## config.mk

```make
export PLATFORM = sky130hd
export DESIGN_NAME = cfbd_front_flat
export DESIGN_NICKNAME = d
export VERILOG_FILES = /design/src/rtl/cfbd_pkg.sv /design/src/rtl/cfbd_req_if.sv /design/src/rtl/cfbd_front.sv /design/src/flat_wrapper.sv
export SDC_FILE = /design/constraint.sdc
export NUM_CORES = 1
export LEC_CHECK = 0
export BUFFER_PORTS_ARGS = -buffer_cell sky130_fd_sc_hd__buf_4
export CAP_MARGIN = 20
export CORE_ASPECT_RATIO = 0.5
export CORE_MARGIN = 2
export CORE_UTILIZATION = 23
export CTS_BUF_LIST = sky130_fd_sc_hd__clkbuf_8
export CTS_CLUSTER_SIZE = 28
export DETAILED_ROUTE_END_ITERATION = 8
export SETUP_SLACK_MARGIN = 0.02
export SYNTH_ARGS = -nofsm -noshare
export SYNTH_HDL_FRONTEND = slang
export SYNTH_SLANG_ARGS = --single-unit
export TNS_END_PERCENT = 10
```

## constraint.sdc

```tcl
create_clock -name clock -period 2.9 [get_ports clock]
set_input_delay 0.29 -clock clock [delete_from_list [all_inputs] [get_ports clock]]
set_output_delay 0.29 -clock clock [all_outputs]
set_load 0.02 [all_outputs]
```

## src/rtl/cfbd_pkg.sv

```systemverilog
`default_nettype none
package cfbd_pkg;

   localparam int CFBD_BLOCK_BYTES = 16;
   localparam int KEY_BYTES = 256 / 8;
   localparam int KEY_BITS = 256;
   localparam int ROUNDS = 14;
   localparam int CSR_WIDTH = 64;
   localparam int CSR_ADDR_WIDTH = 3;

   // request selector codes
   localparam logic [1:0] FUNC_INIT   = 2'd0;
   localparam logic [1:0] FUNC_CIPHER = 2'd1;
   localparam logic [1:0] FUNC_PLAIN  = 2'd2;

   // register indexes
   localparam logic [CSR_ADDR_WIDTH-1:0] REG_KEY_WORD_0 = 3'd0;
   localparam logic [CSR_ADDR_WIDTH-1:0] REG_KEY_WORD_1 = 3'd1;
   localparam logic [CSR_ADDR_WIDTH-1:0] REG_KEY_WORD_2 = 3'd2;
   localparam logic [CSR_ADDR_WIDTH-1:0] REG_KEY_WORD_3 = 3'd3;
   localparam logic [CSR_ADDR_WIDTH-1:0] REG_IV_HIGH    = 3'd4;
   localparam logic [CSR_ADDR_WIDTH-1:0] REG_IV_LOW     = 3'd5;

   typedef logic [15:0][7:0] blk_type;
   typedef logic [31:0][7:0] key_type;

   typedef enum logic [1:0] {
      OP_INIT,
      OP_CIPHER,
      OP_PLAIN
   } op_type;

   typedef struct packed {
      logic       valid;
      op_type     op;
      logic [7:0] data;
   } head_type;

   typedef struct packed {
      logic    start;
      blk_type block;
   } aes_req_type;

   typedef struct packed {
      logic    done;
      blk_type block;
   } aes_rsp_type;

   localparam logic [7:0] SBOX [256] = '{
      8'h63,8'h7c,8'h77,8'h7b,8'hf2,8'h6b,8'h6f,8'hc5,8'h30,8'h01,8'h67,8'h2b,8'hfe,8'hd7,8'hab,8'h76,
      8'hca,8'h82,8'hc9,8'h7d,8'hfa,8'h59,8'h47,8'hf0,8'had,8'hd4,8'ha2,8'haf,8'h9c,8'ha4,8'h72,8'hc0,
      8'hb7,8'hfd,8'h93,8'h26,8'h36,8'h3f,8'hf7,8'hcc,8'h34,8'ha5,8'he5,8'hf1,8'h71,8'hd8,8'h31,8'h15,
      8'h04,8'hc7,8'h23,8'hc3,8'h18,8'h96,8'h05,8'h9a,8'h07,8'h12,8'h80,8'he2,8'heb,8'h27,8'hb2,8'h75,
      8'h09,8'h83,8'h2c,8'h1a,8'h1b,8'h6e,8'h5a,8'ha0,8'h52,8'h3b,8'hd6,8'hb3,8'h29,8'he3,8'h2f,8'h84,
      8'h53,8'hd1,8'h00,8'hed,8'h20,8'hfc,8'hb1,8'h5b,8'h6a,8'hcb,8'hbe,8'h39,8'h4a,8'h4c,8'h58,8'hcf,
      8'hd0,8'hef,8'haa,8'hfb,8'h43,8'h4d,8'h33,8'h85,8'h45,8'hf9,8'h02,8'h7f,8'h50,8'h3c,8'h9f,8'ha8,
      8'h51,8'ha3,8'h40,8'h8f,8'h92,8'h9d,8'h38,8'hf5,8'hbc,8'hb6,8'hda,8'h21,8'h10,8'hff,8'hf3,8'hd2,
      8'hcd,8'h0c,8'h13,8'hec,8'h5f,8'h97,8'h44,8'h17,8'hc4,8'ha7,8'h7e,8'h3d,8'h64,8'h5d,8'h19,8'h73,
      8'h60,8'h81,8'h4f,8'hdc,8'h22,8'h2a,8'h90,8'h88,8'h46,8'hee,8'hb8,8'h14,8'hde,8'h5e,8'h0b,8'hdb,
      8'he0,8'h32,8'h3a,8'h0a,8'h49,8'h06,8'h24,8'h5c,8'hc2,8'hd3,8'hac,8'h62,8'h91,8'h95,8'he4,8'h79,
      8'he7,8'hc8,8'h37,8'h6d,8'h8d,8'hd5,8'h4e,8'ha9,8'h6c,8'h56,8'hf4,8'hea,8'h65,8'h7a,8'hae,8'h08,
      8'hba,8'h78,8'h25,8'h2e,8'h1c,8'ha6,8'hb4,8'hc6,8'he8,8'hdd,8'h74,8'h1f,8'h4b,8'hbd,8'h8b,8'h8a,
      8'h70,8'h3e,8'hb5,8'h66,8'h48,8'h03,8'hf6,8'h0e,8'h61,8'h35,8'h57,8'hb9,8'h86,8'hc1,8'h1d,8'h9e,
      8'he1,8'hf8,8'h98,8'h11,8'h69,8'hd9,8'h8e,8'h94,8'h9b,8'h1e,8'h87,8'he9,8'hce,8'h55,8'h28,8'hdf,
      8'h8c,8'ha1,8'h89,8'h0d,8'hbf,8'he6,8'h42,8'h68,8'h41,8'h99,8'h2d,8'h0f,8'hb0,8'h54,8'hbb,8'h16
   };

   function automatic logic [7:0] xt(input logic [7:0] b);
      xt = {b[6:0], 1'b0} ^ (b[7] ? 8'h1b : 8'h00);
   endfunction

   // round constant for key schedule step k (1..7)
   function automatic logic [7:0] rcon(input logic [2:0] k);
      rcon = (k == 3'd0) ? 8'h00 : 8'(8'h01 << (k - 3'd1));
   endfunction

   function automatic blk_type unpack128(input logic [63:0] hi, input logic [63:0] lo);
      blk_type b;
      for (int i = 0; i < 8; i++) begin
         b[i]     = hi[63-8*i -: 8];
         b[i + 8] = lo[63-8*i -: 8];
      end
      unpack128 = b;
   endfunction

endpackage
`default_nettype wire

```

## src/rtl/cfbd_req_if.sv

```systemverilog
`default_nettype none
interface cfbd_req_if;
   logic       valid;
   logic       ready;
   logic [1:0] func;
   logic [7:0] data_in;
   modport source (output valid, output func, output data_in, input ready);
   modport sink (input valid, input func, input data_in, output ready);
endinterface
`default_nettype wire

```

## src/rtl/cfbd_front.sv

```systemverilog
`default_nettype none
module cfbd_front
   import cfbd_pkg::*;
(
   input  wire logic clock,
   input  wire logic reset,
   cfbd_req_if.sink  req,
   output head_type  head,
   input  wire logic pop
);
   localparam int DEPTH = 4;
   localparam int PW = $clog2(DEPTH);

   op_type           op_q [DEPTH];
   logic [7:0]       data_q [DEPTH];
   logic [PW-1:0]    rd_ff, rd_in, wr_ff, wr_in;
   logic [PW:0]      cnt_ff, cnt_in;
   logic             push;
   op_type           op_dec;

   assign req.ready = (cnt_ff != PW'(0) + (PW+1)'(DEPTH)) ? 1'b1 : 1'b0;

   // classify; unused selector is taken and dropped
   always_comb begin
      push   = 1'b0;
      op_dec = OP_CIPHER;
      case (req.func)
         FUNC_INIT:   begin op_dec = OP_INIT;   push = 1'b1; end
         FUNC_CIPHER: begin op_dec = OP_CIPHER; push = 1'b1; end
         FUNC_PLAIN:  begin op_dec = OP_PLAIN;  push = 1'b1; end
         default:     push = 1'b0;
      endcase
      push = push & req.valid & req.ready;
   end

   always_comb begin
      rd_in  = rd_ff + PW'(pop);
      wr_in  = wr_ff + PW'(push);
      cnt_in = cnt_ff + (PW+1)'(push) - (PW+1)'(pop);
   end

   always_ff @(posedge clock) begin
      if (reset) begin
         rd_ff  <= '0;
         wr_ff  <= '0;
         cnt_ff <= '0;
      end else begin
         rd_ff  <= rd_in;
         wr_ff  <= wr_in;
         cnt_ff <= cnt_in;
      end
      if (push) begin
         op_q[wr_ff]   <= op_dec;
         data_q[wr_ff] <= req.data_in;
      end
   end

   assign head.valid = (cnt_ff != '0);
   assign head.op    = op_q[rd_ff];
   assign head.data  = data_q[rd_ff];
endmodule
`default_nettype wire

```

## src/flat_wrapper.sv

```systemverilog
// flat-port wrapper written by rule: the top's interface ports become plain ports
module cfbd_front_flat import cfbd_pkg::*;
  (clock, reset, head, pop, req_valid, req_func, req_data_in, req_ready);
  cfbd_req_if req_i ();
  input  wire logic clock;
  input  wire logic reset;
  output head_type head;
  input  wire logic pop;
  input wire logic [$bits(req_i.valid)-1:0] req_valid;
  input wire logic [$bits(req_i.func)-1:0] req_func;
  input wire logic [$bits(req_i.data_in)-1:0] req_data_in;
  output wire logic [$bits(req_i.ready)-1:0] req_ready;
  assign req_i.valid = req_valid;
  assign req_i.func = req_func;
  assign req_i.data_in = req_data_in;
  assign req_ready = req_i.ready;
  cfbd_front u_core (.clock(clock), .reset(reset), .req(req_i), .head(head), .pop(pop));
endmodule
```

==> summary.md <==
| Metric | Value |
|---|---|
| Status | finished clean |
| Clock root buffer | clkbuf_8 |
| #FFs+latches synth | 47 |
| Initial core utilization | roughly 24% |
| Net Sw Frac | between 20% and 30% |
| I/O Pins | 26 |
| Clock Latency Late Sink | around 0.3 ns |
| TNS Setup | 0 ns |
| Clock Sinks | between 40 and 50 |
| DRC errors left | 0 |
| Vias after detailed routing | 913 |
| Max Clock Skew | approximately 0.0082 ns |
| Fraction of layout instances using a drive strength above 1 | between 40% and 50% |
| Tot Pwr | roughly 1.6 mW |
| Internal | approximately 1.1 mW |
| Detailed Place HPWL | 2100 um |
| GRT Total Usage | under 10% |
| Fmax | about 0.46 GHz |
| Worst hold path stage count | 1 |
| Sw power | ~0.42 mW |
| Die width | 130.0 um |
| Setup violators final | 0 |
| Clock buffer count from CTS | 5 |
| Vias per inst | a little under 4 |
| Hold Violations, Final | 0 |
| Cells after Synth | 90 |
| Buffer and inverter count on the worst path | 1 |
| Hold EP | u_core.data_q[3][5] |
| First-pass GRT wire length | ~4800 um |
| Reg-to-Reg End | u_core.cnt_ff[2] |
| Resized cells post-CTS | 0 |
| Worst path required time | 2.61 ns |
| Area of the core | 7515 um^2 |
| Critical-path cell list | mux4_2 > buf_4 |
| Leakage | 0.7761 nW |
| Setup Buffers After CTS | 0 |
| Syn avg cell area | 20.27 um^2 |
| Row cnt | 22 |
| Cell taking the most area after synthesis | edfxtp_1 |
| Gr ovfl total | 0 |
| Drt initial violations | 32 |
| Worst path slowest cell | dfxtp_1 |
| Largest net degree at the start of global routing | 16 |
| Syn nets | around 110 |
| Worst Tran Pin Value | 0.7436 ns |
| Final net count | between 100 and 150 |
| Number of max-cap violations | 0 |
| Avg WL per Cell | 13.17 um |
| Tmin final | between 2 and 2.5 ns |
| Worst slew margin | between 50% and 60% |
| Die Y | roughly 67 um |
| Area contributors post-synth | edfxtp_1 66%, mux4_2 12%, dfxtp_1 7.7% |
| CTS tree | done |
| Slowest stage delay, CP | between 0.8 and 0.9 ns |
| N_diodes | 0 |
| Post-Syn Area | around 1800 um^2 |
| Gpl congestion | approximately 0.67 |
| Synthesis Warnings | 0 |
| Combinational share of power | a little over a fifth |
| Peak VDD IR | about 330 uV |
| Drt pass-1 iters | 4 |
| Cell variety after synth | 20 |
| Power Dens Cells | a little under 700 nW/um^2 |
| Crit path kind | flip-flop to primary output |
| RSZ-0062 raised after global routing | false |
| Critical Path Start Type | flip-flop |
| Max clock buf depth | 2 |
| Final std cells w/o fill | about 230 |
| Flop2flop setup slack | between 0.9 and 1 ns |
| Vias in the first global route | between 900 and 1,000 |
| Placed Instances | ~220 |
| Hold_sp | req_data_in[5] |
| CP max FO | 11 |
| Worst-path clk slew | roughly 0.09 ns |
| Slew Viols, Final | 0 |
| Sequential power share | about 54% |
| Fin crit share | approximately 75% |
| Post-CTS Hold Fix Bufs | 0 |
| Die area | slightly below 9000 um^2 |
| Hold WC Path Type | input pin to flip-flop |
| Synth top area share | between 60% and 70% |
| Initial antenna violation count | 0 |
| CP Capture Type | primary output |
| Syn-to-layout area delta | 24.01% |
| Clock Power Share | roughly a quarter |
| R2R Path Start | u_core.cnt_ff[2] |
| Port bufs | 25 |
| H-tree levels | 2 |
| Post-DRT Antenna Nets | 0 |
| R2R depth | 6 |
| Arrival @ worst endpoint | approximately 1.9 ns |
| Util after Layout | between 30% and 40% |
| WL final | ~3000 um |
| Crit path max-delay family | flip-flops |
| Sequential fraction of the synthesis area | roughly three quarters |
final cells by class:
cell class	count	area [um^2]
fillers	732	5253
flip-flops and latches	47	1341
multi-input cells	35	462.9
repair buffers	29	217.7
well taps	108	135.1
clock buffers	5	68.82
inverters	5	18.77
clock inverters	3	17.52
per-stage QoR:
step           instance area [um^2]  setup slack, ns  hold slack [ns]
5_1_grt                        2262           0.5667           0.1759
3_5_place_dp                   2176           0.9771           0.4958
4_1_cts                        2262           0.6543           0.1799
3_3_place_gp                   2176            1.009           0.4900
6_report                       2262           0.7324           0.1894
2_1_floorplan                  1824           0.8162           0.3616
worst register-to-register path, stage by stage (launching register included):
cell     delay [ns]
dfxtp_1        0.37
nor3b_2        0.45
nor2_1         0.16
ha_1           0.24
fa_1           0.37
xor3_1         0.20
nor2_1         0.04
flip-flops by register name, summed over array words and instances, names as in the netlist:
register       cells
u_core.cnt_ff      3
u_core.rd_ff       2
u_core.op_q        8
u_core.data_q     32
u_core.wr_ff       2
Yosys cell counts:
master and instances:
dfxtp_1 7, buf_2 1, nor3_1 1, xor3_1 1, inv_1 5, xnor2_1 2
nor4_1 1, edfxtp_1 40, a21bo_2 1, or3_1 1, fa_1 1, nor4b_1 2
nor2b_1 5, ha_1 4, nor3b_2 1, buf_6 1, mux4_2 10, nor2_1 4
nand2_1 1, clkbuf_1 1
kinds of logic (layout without fill, tap and decap cells):
logic type / after synthesis / in the layout / share of synthesized area [%]
AO/OA/AOI/OAI: 1 / 1 / 0.5487
XOR/XNOR: 3 / 3 / 2.263
adder cells (fa/ha/maj): 5 / 5 / 3.841
buffers and inverters: 8 / 42 / 2.126
flip-flops: 47 / 47 / 73.53
multiplexers: 10 / 10 / 12.35
AND/OR/NAND/NOR: 16 / 16 / 5.350
routing by layer:
| layer | part of all wire [%] | track usage [%] | vias to the layer above |
|---|---|---|---|
| met1 | 43 | 8.626 | 472 |
| li1 | - | - | 414 |
| met2 | 51 | 13.48 | 22 |
| met3 | 3.4 | 2.008 | 5 |
| met4 | 1.9 | 4.032 | 0 |
| met5 | 0 | 0 | - |
power by group through the flow:
stage                     logic [mW]  registers [mW]  clock network [mW]
after floorplan                0.230           0.839                   0
after global placement         0.336           0.857                   0
after detailed placement       0.345           0.860                   0
after CTS                      0.346           0.845               0.397
after global routing           0.372           0.853               0.419
final                          0.337           0.843               0.383
worst max path at each step:
stage	from	endpoint	cells past startpoint
detailed placement	u_core.cnt_ff[2]	u_core.cnt_ff[2]	6
global route	u_core.rd_ff[0]	head[5]	2
CTS	u_core.rd_ff[0]	head[1]	2
global placement	u_core.rd_ff[0]	head[6]	2
finish	u_core.rd_ff[0]	head[0]	2
floorplan	req_valid	u_core.data_q[1][0]	2
placed cells by master (no fill, tap or decap), types with 2 or more instances in the layout:
cell type,synthesis,final
xnor2_1,2,2
clkbuf_8,0,5
mux4_2,10,10
dfxtp_1,7,7
nor4b_2,0,2
nor2b_1,5,5
nor2_1,4,4
inv_1,5,5
ha_1,4,4
edfxtp_1,40,40
buf_4,0,29
Power figures use the tool's default switching activity.
